--- src/sv/cef_pkg.sv ---
// Shared types and constants for the 3x3 clamped-edge convolution filter.
// No dependencies.
package cef_pkg;

  localparam int CFG_IDX_W = 3;
  localparam int CFG_DATA_W = 48;
  localparam int PROD_W = 25;
  localparam int PSUM_W = 27;
  localparam int ACC_W = 29;

  localparam logic [CFG_IDX_W-1:0] REG_KTOP = 3'd0;
  localparam logic [CFG_IDX_W-1:0] REG_KMID = 3'd1;
  localparam logic [CFG_IDX_W-1:0] REG_KBOT = 3'd2;
  localparam logic [CFG_IDX_W-1:0] REG_WIDTH = 3'd3;
  localparam logic [CFG_IDX_W-1:0] REG_HEIGHT = 3'd4;

  localparam logic OP_PIXEL = 1'b0;
  localparam logic OP_FLUSH = 1'b1;

  typedef logic [31:0] pix_t;
  typedef logic signed [15:0] coef_t;

  typedef struct packed {
    logic       opcode;
    logic [7:0] in_red;
    logic [7:0] in_green;
    logic [7:0] in_blue;
    logic [7:0] in_alpha;
  } in_item_t;

  typedef struct packed {
    logic [7:0] out_red;
    logic [7:0] out_green;
    logic [7:0] out_blue;
    logic [7:0] out_alpha;
    logic       frame_end;
  } out_item_t;

  // one stream position on its way into the window stage
  typedef struct packed {
    logic valid;
    logic flush;     // sample comes from the newer row store (bottom repeat)
    logic emit;
    logic last;
    logic at_col0;   // emits the right-edge result of the previous row
    logic left_rep;
    logic top_rep;
    pix_t pixel;
  } adv_ctrl_t;

endpackage

--- src/sv/cef_lane.sv ---
// One channel lane: nine products, two-level adder, clamp to 0..255.
// Depends on cef_pkg.
module cef_lane #(
  parameter int FRAC = 12
) (
  input  logic           clk,
  input  logic           en,
  input  logic [7:0]     smp [9],
  input  cef_pkg::coef_t coef [9],
  output logic [7:0]     res
);
  import cef_pkg::*;

  logic signed [PROD_W-1:0] prod [9];
  logic signed [PSUM_W-1:0] psum [3];
  logic signed [ACC_W-1:0]  acc;
  logic [ACC_W-1:0]         q;

  always_ff @(posedge clk) begin
    if (en) begin
      for (int i = 0; i < 9; i++) prod[i] <= coef[i] * $signed({1'b0, smp[i]});
      for (int j = 0; j < 3; j++) begin
        psum[j] <= PSUM_W'(prod[j*3]) + PSUM_W'(prod[j*3+1]) + PSUM_W'(prod[j*3+2]);
      end
      acc <= ACC_W'(psum[0]) + ACC_W'(psum[1]) + ACC_W'(psum[2]);
    end
  end

  // floor by arithmetic shift; negative sums clamp to zero
  assign q = ACC_W'(acc >>> FRAC);

  always_comb begin
    if (acc[ACC_W-1]) begin
      res = 8'd0;
    end else if (q > ACC_W'(255)) begin
      res = 8'd255;
    end else begin
      res = q[7:0];
    end
  end

endmodule

--- config.mk ---
export PLATFORM = sky130hd
export DESIGN_NAME = cef_lane
export DESIGN_NICKNAME = d
export VERILOG_FILES = /design/src/sv/cef_pkg.sv /design/src/sv/cef_lane.sv
export SDC_FILE = /design/constraint.sdc
export NUM_CORES = 2
export LEC_CHECK = 0
export ABC_AREA = 1
export BUFFER_PORTS_ARGS = -buffer_cell sky130_fd_sc_hd__buf_4
export CAP_MARGIN = 10
export CORE_ASPECT_RATIO = 1.75
export CORE_UTILIZATION = 47
export CTS_BUF_LIST = sky130_fd_sc_hd__clkbuf_4
export DETAILED_ROUTE_END_ITERATION = 10
export PLACE_DENSITY_LB_ADDON = 0.12
export SYNTH_ARGS = -nofsm -noshare
export SYNTH_HDL_FRONTEND = slang
export SYNTH_SLANG_ARGS = --single-unit
--- constraint.sdc ---
create_clock -name clk -period 4.87 [get_ports clk]
set_input_delay 0.2435 -clock clk [delete_from_list [all_inputs] [get_ports clk]]
set_output_delay 0.2435 -clock clk [all_outputs]
set_load 0.01 [all_outputs]
Yosys cells after proc, flatten, opt, wreduce, memory -nomap -nowiden
Memory sizes are Yosys's and may differ from the RTL's.
Index checks and enable logic that the tools add are counted.
- mux-type cells: 4
- $add $sub $neg: 8
- bitwise gates (word level): 0
- reductions and logical operators: 0
- multiply operators: 9
- shift operators: 0
- $lt $le $gt $ge: 1
- divide/modulo/power cells: 0
- equal/unequal tests: 0
- operators with widths (cell ; number):
    16-bit by 9-bit multiplier with 25-bit output ; 9
    26-bit by 25-bit adder with 27-bit output ; 3
    25-bit by 25-bit adder with 26-bit output ; 3
    28-bit by 27-bit adder with 29-bit output ; 1
    29-bit by 8-bit greater-than comparator with 1-bit output (second input constant) ; 1
    27-bit by 27-bit adder with 28-bit output ; 1
    8-bit 2-to-1 mux ; 2
    1-bit 2-to-1 mux ; 2
- memories: 2
- RAM bits: 306
- latch bits: 0
- bits in read-only memories: 0
- bits in registers: 29
- output and inout port bits: 8
- logic and storage cells: 25
- bits of input ports: 218
- memories (name ; depth ; bits a word ; read ports ; clocked after Yosys merged registers in ; wr ports ; line ; source):
    prod ; 9 ; 25 ; 9 ; 0 ; 9 ; cef_lane.sv:14 ; logic signed [PROD_W-1:0] prod [9];
    psum ; 3 ; 27 ; 3 ; 0 ; 3 ; cef_lane.sv:15 ; logic signed [PSUM_W-1:0] psum [3];

Longest topological paths before layout
- depth after elaboration: 3
- gate-level depth with buffers: 23
- gate-level depth less buffers: 21

Worst setup path after synthesis
OpenSTA, ideal clock, no wires.
- path type: input port to flip-flop
- start point: input smp[9] (netlist name)
- end point: memory prod[7][20], in the netlist prod[0][195] (data pin)
- data required time: 4618 ps
- library setup time: 252 ps
- arrival time: 4093 ps
- path buffers: 2
- path slack: 525 ps
- cell stages on the path: 18
- cells stage by stage: clkbuf_1 -> clkbuf_1 -> nand2_1 -> fa_1 -> inv_1 -> fa_1 -> fa_1 -> inv_1 -> fa_1 -> inv_1 -> ha_1 -> a21oi_1 -> a21boi_0 -> nor2_1 -> nor2_1 -> nand2_1 -> nand2_1 -> nand2_1
- RTL lines (item ; line ; source):
    from (decl) ; cef_lane.sv:8 ; input logic [7:0] smp [9],
    to (decl) ; cef_lane.sv:14 ;

==> impl_metrics.ini <==
[timing]
fin_crit_sh = 0.803
rsz0062_at_grt = no
hold_viol = 0
setup_violations = 0
worst_slew_pin_slew_ps = 957
slew-limit-headroom = 0.362
tns_ps = 0
skew_ps = 68.5
fmax_ghz = 0.256
fin_crit_ps = 3910
slew_viol_final = 0

[cts]
post-cts-setup-buffers = 0
numCtsBuffers = 80
clock_path_buffers = 3
clk_latency_ps = 860
cts_root_buf = clkbuf_4
cts_tree = built
ctsHtreeMaxLevel = 3
cts_resized = 0
cts.sinks = 323
clk_pin_slew_ps = 70

[global_routing]
grt_max_degree = 118
grt_pass1_vias = 52974
antenna_found_initial = 18
track_usage = 0.255
gr-total-overflow = 0
grt_pass1_wl_mm = 272

[logic_synthesis]
syn_nets = 9862
syn_area_per_cell_sq_um = 7.82
ys_ff_latch = 323
syn-cell-area_sq_um = 63100
synth_cell_types = 38
yosysWarnings = 0
ys_seq_area_frac = 0.154
syn_inst = 8070

[worst_setup_path]
path_class = in -> reg
worstSetupEndpointType = register
cp_max_fo = 8
worst_ep_required_time_ps = 5410
cp.arrival_ps = 4450
worstSetupStartpoint = coef[17]
r2r_start = prod[0][51]
start_kind = input pin

[detailed_routing]
routed_wl_mm = 167
dr.pass1.iters = 7
viasPerCell = 4.92
dr_total_vias = 49230
drc_errors = 0
ant_nets = 0
drtIter0Drc = 2354
routedWlPerCell_microns = 16.8

[floorplanning]
core_area_sq_um = 133000
die-area_sq_um = 136000
die_y_microns = 487
die_w_microns = 279
num_rows = 177
start_util = 0.474
io_pins = 226

[job]
drv_cap = 0

[min_path]
min_path_type = in -> reg
hp-start = smp[25]

[finish]
drive_above_1_share = 0.0456
postLayoutCoreUtil = 0.506
final_cell_mix = inv_1 (2329), nand2_1 (2067), fa_1 (1022)
instances_no_fill = 9996
regArea_sq_um = 9700
syn_to_final_growth_pct = 6.81
fill_cells = 13258
num-nets-final = 9929
multi_input_area_sq_um = 43500
final_common_cell = inv_1

[placed_design]
dp_hpwl_mm = 146
dp.cells = 9802
place.gp.congestion = 0.933
io_buffers = 225

[outcome]
status = finished clean
==> per-stage QoR <==
stage          instance area [sq um]  hold slack, ps  setup WS [ps]
3_3_place_gp                   65900             609            303
2_1_floorplan                  63100             356            525
5_1_grt                        67400            57.7            762
3_5_place_dp                   65900             604            295
6_report                       67400            92.8            958
4_1_cts                        67300            21.5           1030
==> routing by layer <==
metal	share of wire	track usage
met1	0.38	0.285
met2	0.55	0.497
met3	0.031	0.0213
met4	0.036	0.0920
met5	0.00075	0
==> cells by family (layout without fill, tap and decap cells) <==
kind of cell | Yosys count | in the layout | synth area share
other cells | 0 | 13 | 0
buf+inv | 2617 | 2740 | 0.156
compound gates | 580 | 580 | 0.0501
flops | 323 | 323 | 0.154
fa+ha+maj | 1574 | 1574 | 0.434
xor+xnor | 209 | 209 | 0.0290
simple gates | 2767 | 2767 | 0.177
==> area by class of cell <==
class,instances,share of cell area
multi-input combinational,5130,0.646
clock inverter,31,0.00234
antenna,13,0.000483
timing repair buffer,273,0.0325
inverter,2329,0.130
clock buffer,107,0.0119
tap,1790,0.0332
sequential,323,0.144
==> repair_timing <==
action,4_1_cts,5_1_grt
hold endpoints to repair,95,0
hold buffers,43,0
setup endpoints to repair,0,0
==> cell usage after synthesis (all sizes together) <==
library cell  count  area [sq um]
nor3             42           225
nand3           242          1230
o21a             20           150
a31o              1          8.76
a21oi           336          1680
nand2b            1          6.26
ha              552          6910
nor4              9          56.3
nand4            99           619
a31oi             5          31.3
a21o             18           135
nor2b             1          6.26
fa             1022         20500
o211ai            1          7.51
a21boi            5          41.3
edfxtp          323          9700
xnor2            70           613
and3              4          25.0
nor2            272          1030
inv            2329          8740
o31ai             2          15.0
nand3b           11          82.6
clkbuf          288          1120
xor2            139          1220
o21ai           146           742
nand2          2077          7820
and2              7          43.8
or2               2          12.5
o21bai           46           345
==> path summary, 6_finish.rpt <==
path | depth (start not counted) | slack, ps | end
setup / recovery | 19 | 960 | prod[0][191]
hold / removal | 4 | 90 | prod[0][126]
setup reg to reg | 10 | 1740 | psum[0][15]
hold reg to reg | 2 | 750 | psum[0][1]
==> registers in the layout, summed over array words and instances (netlist names) <==
register and count:
psum 81, prod 225, acc 17
==> worst max-delay path, stage by stage <==
cell and delay [ps]:
dlygate4sd3_1 540, buf_4 190, nand2_1 80, inv_1 50
fa_1 380, fa_1 490, inv_1 50, fa_1 500
fa_1 500, inv_1 50, ha_1 350, a21oi_1 190
nand2_1 160, a21boi_2 260, o21ai_2 110, nand2_1 100
nand2_1 50, nand2_1 50, nand2_1 100
Power is not shown: default switching activity piles up to over one toggle a cycle in this logic, so the estimate is an artifact.
