### config.mk
export PLATFORM = sky130hd
export DESIGN_NAME = cef_window
export DESIGN_NICKNAME = d
export VERILOG_FILES = /design/src/sv/cef_pkg.sv /design/src/sv/cef_window.sv
export SDC_FILE = /design/constraint.sdc
export NUM_CORES = 1
export LEC_CHECK = 0
export BUFFER_PORTS_ARGS = -buffer_cell sky130_fd_sc_hd__buf_2
export CAP_MARGIN = 0
export CORE_ASPECT_RATIO = 0.5
export CORE_MARGIN = 3
export CORE_UTILIZATION = 38
export CTS_CLUSTER_SIZE = 12
export DETAILED_ROUTE_END_ITERATION = 8
export PLACE_DENSITY = 0.62
export SETUP_SLACK_MARGIN = 0.1
export SLEW_MARGIN = 20
export SYNTH_ARGS = -nofsm -noshare
export SYNTH_HDL_FRONTEND = slang
export SYNTH_SLANG_ARGS = --single-unit
### constraint.sdc
create_clock -name clk -period 9.6 [get_ports clk]
set_clock_uncertainty 0.15 [all_clocks]
set_input_delay 0.96 -clock clk [delete_from_list [all_inputs] [get_ports clk]]
set_output_delay 0.96 -clock clk [all_outputs]
set_load 0.005 [all_outputs]
### src/sv/cef_pkg.sv
// Shared types and constants for the 3x3 clamped-edge convolution filter.
// No dependencies.
package cef_pkg;

  localparam int CFG_IDX_W = 3;
  localparam int CFG_DATA_W = 48;
  localparam int PROD_W = 25;
  localparam int PSUM_W = 27;
  localparam int ACC_W = 29;

  localparam logic [CFG_IDX_W-1:0] REG_KTOP = 3'd0;
  localparam logic [CFG_IDX_W-1:0] REG_KMID = 3'd1;
  localparam logic [CFG_IDX_W-1:0] REG_KBOT = 3'd2;
  localparam logic [CFG_IDX_W-1:0] REG_WIDTH = 3'd3;
  localparam logic [CFG_IDX_W-1:0] REG_HEIGHT = 3'd4;

  localparam logic OP_PIXEL = 1'b0;
  localparam logic OP_FLUSH = 1'b1;

  typedef logic [31:0] pix_t;
  typedef logic signed [15:0] coef_t;

  typedef struct packed {
    logic       opcode;
    logic [7:0] in_red;
    logic [7:0] in_green;
    logic [7:0] in_blue;
    logic [7:0] in_alpha;
  } in_item_t;

  typedef struct packed {
    logic [7:0] out_red;
    logic [7:0] out_green;
    logic [7:0] out_blue;
    logic [7:0] out_alpha;
    logic       frame_end;
  } out_item_t;

  // one stream position on its way into the window stage
  typedef struct packed {
    logic valid;
    logic flush;     // sample comes from the newer row store (bottom repeat)
    logic emit;
    logic last;
    logic at_col0;   // emits the right-edge result of the previous row
    logic left_rep;
    logic top_rep;
    pix_t pixel;
  } adv_ctrl_t;

endpackage

### src/sv/cef_window.sv
// 3x3 window, store write-back with forwarding, and edge-repeat tap selection.
// Depends on cef_pkg.
module cef_window #(
  parameter int AW = 11
) (
  input  logic              clk,
  input  logic              rst,
  input  logic              en,
  input  cef_pkg::adv_ctrl_t s1,
  input  logic [AW-1:0]     s1_addr,
  input  cef_pkg::pix_t     rd_older,
  input  cef_pkg::pix_t     rd_newer,
  output logic              wr_en,
  output logic [AW-1:0]     wr_addr,
  output cef_pkg::pix_t     wr_older,
  output cef_pkg::pix_t     wr_newer,
  output cef_pkg::pix_t     taps [9],
  output logic              tap_valid,
  output logic              tap_last
);
  import cef_pkg::*;

  pix_t win [9];
  pix_t nw [9];
  pix_t t [9];
  logic fwd_valid;
  logic [AW-1:0] fwd_addr;
  pix_t fwd_older;
  pix_t fwd_newer;
  logic hit;
  pix_t older_v;
  pix_t newer_v;
  pix_t pix_v;

  // a write at the same edge as our read is not yet visible in the read data
  assign hit = fwd_valid && (fwd_addr == s1_addr);
  assign older_v = hit ? fwd_older : rd_older;
  assign newer_v = hit ? fwd_newer : rd_newer;
  assign pix_v = s1.flush ? newer_v : s1.pixel;

  always_comb begin
    for (int i = 0; i < 3; i++) begin
      nw[i*3]   = win[i*3+1];
      nw[i*3+1] = win[i*3+2];
    end
    nw[2] = older_v;
    nw[5] = newer_v;
    nw[8] = pix_v;
    for (int i = 0; i < 3; i++) begin
      if (s1.at_col0) begin
        t[i*3+1] = win[i*3+2];
        t[i*3+2] = win[i*3+2];
        t[i*3]   = s1.left_rep ? win[i*3+2] : win[i*3+1];
      end else begin
        t[i*3+1] = nw[i*3+1];
        t[i*3+2] = nw[i*3+2];
        t[i*3]   = s1.left_rep ? nw[i*3+1] : nw[i*3];
      end
    end
    if (s1.top_rep) begin
      for (int i = 0; i < 3; i++) t[i] = t[3+i];
    end
  end

  assign wr_en = en && s1.valid;
  assign wr_addr = s1_addr;
  assign wr_older = newer_v;
  assign wr_newer = pix_v;

  always_ff @(posedge clk) begin
    if (rst) begin
      fwd_valid <= 1'b0;
      tap_valid <= 1'b0;
      for (int i = 0; i < 9; i++) win[i] <= '0;
    end else if (en) begin
      fwd_valid <= s1.valid;
      tap_valid <= s1.valid && s1.emit;
      if (s1.valid) begin
        for (int i = 0; i < 9; i++) win[i] <= nw[i];
      end
    end
  end

  always_ff @(posedge clk) begin
    if (en) begin
      fwd_addr <= s1_addr;
      fwd_older <= newer_v;
      fwd_newer <= pix_v;
      tap_last <= s1.last;
      for (int i = 0; i < 9; i++) taps[i] <= t[i];
    end
  end

endmodule

# After elaboration in Yosys (flattened, before gate mapping)
# Memories as Yosys holds them, arrays and structs flattened.
# Cells that the tools add are included.
dict set report op_classes {
  eq_ne 1
  mux 25
  bitwise_logic 9
  n_reduce_logical 3
}
# op count
set ops {}
lappend ops {{2-to-1 mux 32 bit} 18}
lappend ops {{2-to-1 mux 96 bit} 1}
lappend ops {{equality test 11 bit} 1}
lappend ops {{bitwise OR 1 bit} 9}
lappend ops {{2-to-1 mux 1 bit} 6}
lappend ops {{logical AND 1 bit} 3}
dict set report word_totals {
  reg_bits 366
  ram_bits 288
  input_bits 117
  output_inout_bits 366
  elab_cells 54
  memories 1
}
# memory depth width rd rd_ports_with_merged_regs wr line_no
set memory_table {}
lappend memory_table {win 9 32 6 0 9 cef_window.sv:23} ;# pix_t win [9];

# Logic depth before layout (Yosys ltp)
dict set report logic_depth {
  ltp_word 5
  mapped_depth 7
  depth_no_buf 5
}

# Least setup slack after synthesis
# No wires, ideal clock.
dict set report synth_path {
  path_kind {input-to-reg}
  startpoint {in rst}
  endpoint {mem win[1][0] (netlist name), enable pin}
  setup_ps 587
  arrival_time_ps 5569
  t_required_ps 8863
  path_slack_ps 3294
  path_stages 1
  path_buffers 0
  path_cell_list {nand2b_1}
}
# item line_no
set synth_lines {}
lappend synth_lines {{start, declared} cef_window.sv:7} ;# input logic rst,
lappend synth_lines {{end, declared} cef_window.sv:23}

# Final worst setup path
dict set report layout_path {
  startpoint {in s1_addr[7]}
  endpoint {out wr_newer[1]}
}
dict set report layout_via {
  elab_chain_len 4
}
# item line_no
set layout_lines {}
lappend layout_lines {{start, declared} cef_window.sv:10} ;# input logic [AW-1:0] s1_addr,
lappend layout_lines {{equality test 11 bit} cef_window.sv:36} ;# assign hit = fwd_valid && (fwd_addr == s1_addr);
lappend layout_lines {{logical AND 1 bit} cef_window.sv:36}
lappend layout_lines {{2-to-1 mux 32 bit} cef_window.sv:38} ;# assign newer_v = hit ? fwd_newer : rd_newer;
lappend layout_lines {{2-to-1 mux 32 bit} cef_window.sv:39} ;# assign pix_v = s1.flush ? newer_v : s1.pixel;
lappend layout_lines {{end, declared} cef_window.sv:16} ;# output cef_pkg::pix_t wr_newer,
# Every way passes these cells.

==> flow_summary.yaml <==
global_routing:
  grt_pass1_vias: 14600
  grt_overflow: 0
  grt_max_degree: 168
  antenna_found_initial: 6
  grt_pass1_wl_mm: 98.8
  grt_usage_pct: 20.6
worst_setup_path:
  cp_slowest_cell: "mux2i_1"
  path_buf_inv: 3
  worstSetupEndpointType: "output port"
  crit_family: "multiplexers"
  crit_chain: "buf_2, xnor2_1, nand4_1, nor3_4, buf_4, mux2i_1, a21oi_1, buf_2"
  cpPeakStageDelay_ps: 890
  cp.required_ps: 8490
  worst_setup_path_start_kind: "input pin"
  cp_max_fo: 32
  crit_type: "input pin to output port"
  path_common_cell: "buf_2"
  worstPathArrival_ps: 3610
floorplan:
  die_w_um: 357
  start_util_pct: 38.9
  io-pin-count: 483
  std_cell_rows: 63
  dieArea_sq_um: 64700
  coreArea_sq_um: 60100
  fp.dieH_um: 181
finish:
  syn2layout_area_growth_pct: 18.6
  final_nets: 2108
  drive_gt1_share_pct: 33.6
  multi_input_area_sq_um: 5360
  fillers: 5442
  seqCellArea_sq_um: 16700
logic_synthesis:
  ys_types: 25
  ys_seq_area_share_pct: 71.6
  avgSynthCellArea_sq_um: 14.6
  syn_area_sq_um: 23400
  ys_warn_count: 0
  synth_cells: 1603
  synth-seq-cells: 558
  syn_nets: 1720
clock_network:
  clk_path_buf_depth: 3
  cts_made_buffers: 54
  clock_latency_ps: 590
  cts_setup_buffers: 0
  cts_tree: "yes"
  cts_root_buffer: "clkbuf_16"
  ctsHoldBuffers: 0
  ctsResizeCount: 0
  cts.htree.levels: 2
  cts_num_sinks: 558
  clk_pin_slew_ps: 70
power:
  switching_power_mw: 1.32
  p_comb_share_pct: 9.8
  p_per_area_nw_per_um2: 198
  pwr-share-seq_pct: 54.4
  max-vdd-ir-drop_mv: 0.125
  internal_power_mw: 4.18
  power.share.clock_pct: 35.8
  p_leak_nw: 10.8
  swShare_pct: 24.0
timing:
  grt_setup_unrepaired: "false"
  max_freq_mhz: 212
  final.setup.tns_ps: 0
  setup_slack_ps: 4880
  hold_viol: 0
  setup-violations-final: 0
  relSlewSlack_pct: 25.8
  fin_crit_sh_pct: 49.2
  maxSlewViolCount: 0
  tightestPinTransition_ps: 1110
  min_period_ps: 4720
routing:
  drt_first_iter_violations: 1322
  vias: 14900
  vias_per_cell: 5.26
  drt_wl_total_mm: 69.1
  drc: 0
  postRouteAntennaNets: 0
  routedWlPerCell_um: 24.4
  firstDrtPassIters: 5
job:
  maxCapViolCount: 0
outcome:
  run_status: "finished, final reports clean"
place:
  dp_slack_ps: 4850
  place_hpwl_mm: 45.1
  io_buffers: 482
  globalplace.congestion: 0.854
worst_hold_path:
  hp-class: "flip-flop to flip-flop"
==> synthesized netlist by cell type <==
cell | n | share of area [%]
edfxtp_1 | 556 | 71
nor2_1 | 161 | 2.6
inv_1 | 97 | 1.6
a211oi_1 | 96 | 3.1
mux2_2 | 96 | 4.6
mux2i_1 | 96 | 4.1
clkbuf_1 | 89 | 1.4
buf_4 | 78 | 2.5
a21oi_1 | 66 | 1.4
nand2_1 | 35 | 0.56
a221oi_1 | 32 | 1.2
and2_1 | 32 | 0.86
nor3_1 | 32 | 0.68
o21ai_0 | 32 | 0.68
o22ai_1 | 32 | 0.86
o31a_1 | 32 | 1.2
xnor2_1 | 11 | 0.41
buf_1 | 10 | 0.16
nand4_1 | 6 | 0.16
nand2b_1 | 4 | 0.11
buf_2 | 2 | 0.043
dfxtp_1 | 2 | 0.17
nor2b_1 | 2 | 0.054
nor3_2 | 2 | 0.086
or2_2 | 2 | 0.054
==> logic make-up (layout without fill, tap and decap cells) <==
family,Yosys count,count (layout),share of synthesized area [%]
buffers and inverters,276,690,5.69
AO/OA/AOI/OAI,290,290,8.43
other,0,7,0
XOR/XNOR,11,11,0.412
AND/OR/NAND/NOR,276,276,5.15
flip-flops,558,558,71.6
multiplexers,192,192,8.73
==> placed cells by master (no fill, tap or decap), types with 2 or more instances in the layout <==
| cell type | synthesis | layout |
|---|---|---|
| edfxtp_1 | 556 | 556 |
| buf_2 | 2 | 477 |
| nor2_1 | 161 | 160 |
| inv_1 | 97 | 97 |
| mux2i_1 | 96 | 96 |
| mux2_2 | 96 | 96 |
| a211oi_1 | 96 | 96 |
| a21oi_1 | 66 | 66 |
| clkbuf_16 | 0 | 55 |
| nand2_1 | 35 | 34 |
| nor3_1 | 32 | 32 |
| a221oi_1 | 32 | 32 |
| o21ai_0 | 32 | 32 |
| o31a_1 | 32 | 32 |
| o22ai_1 | 32 | 32 |
| and2_1 | 32 | 32 |
| buf_4 | 78 | 30 |
| clkbuf_1 | 89 | 19 |
| xnor2_1 | 11 | 11 |
| diode_2 | 0 | 7 |
| nand4_1 | 6 | 6 |
| clkinv_1 | 0 | 3 |
| nor3_4 | 0 | 2 |
| nor2b_4 | 0 | 2 |
| nand2b_1 | 4 | 2 |
| clkinv_2 | 0 | 2 |
| dfxtp_1 | 2 | 2 |
| buf_12 | 0 | 2 |
==> through the flow <==
stage | hold WS (ps) | area, sq um | instances | util, % | total power [mW]
after floorplan | 294 | 23400 | 1603 | - | 3.29
after global placement | 302 | 26100 | 2746 | 43.5 | 3.58
after detailed placement | 308 | 26200 | 2747 | 43.6 | 3.59
after CTS | 317 | 27700 | 2829 | 46.1 | 5.55
after global routing | 327 | 27700 | 2835 | 46.1 | 5.71
final | 316 | 27700 | 2836 | 46.2 | 5.50
==> layer usage <==
layer  global-route usage, %  share of wire, %
met1                    25.4                39
met2                    35.9                51
met3                    2.73               4.0
met4                    9.85               5.3
met5                       0                 0
==> power by group through the flow <==
stage          combinational [mW]  clock (mW)  sequential, mW
2_1_floorplan               0.256           0            3.04
4_1_cts                     0.545        2.01            2.99
6_report                    0.541        1.97            2.99
5_1_grt                     0.581        2.12            3.01
3_5_place_dp                0.543           0            3.04
3_3_place_gp                0.539           0            3.04
==> layout make-up <==
cell class                 count  area share, %
clock buffer                  74           5.22
clock inverter                 8          0.289
timing repair buffer         511           9.72
sequential                   558           60.4
inverter                      97           1.31
multi-input combinational    769           19.4
antenna                        7         0.0632
tap                          812           3.67
==> worst reg2reg max path: stages (launching register included) <==
cell      delay, ps
edfxtp_1        380
xnor2_1         250
nand4_1         190
nor3_4          180
buf_4           560
mux2i_1         950
a221oi_1        210
==> flip-flops by register name, indices dropped and copies added (netlist names) <==
register / cells
win: 192
tap_valid: 1
fwd_valid: 1
fwd_older: 32
taps: 288
fwd_newer: 32
tap_last: 1
fwd_addr: 11
==> final timing paths <==
check | from | endpoint | slack (ps) | cells after the start
worst max-delay path | s1_addr[7] | wr_newer[1] | 4880 | 8
worst min-delay path | tap_valid | tap_valid | 320 | 2
worst max register to register | fwd_addr[7] | taps[1] | 6420 | 6
worst min register to register | tap_valid | tap_valid | 320 | 2
(Power assumes the default switching activity.)
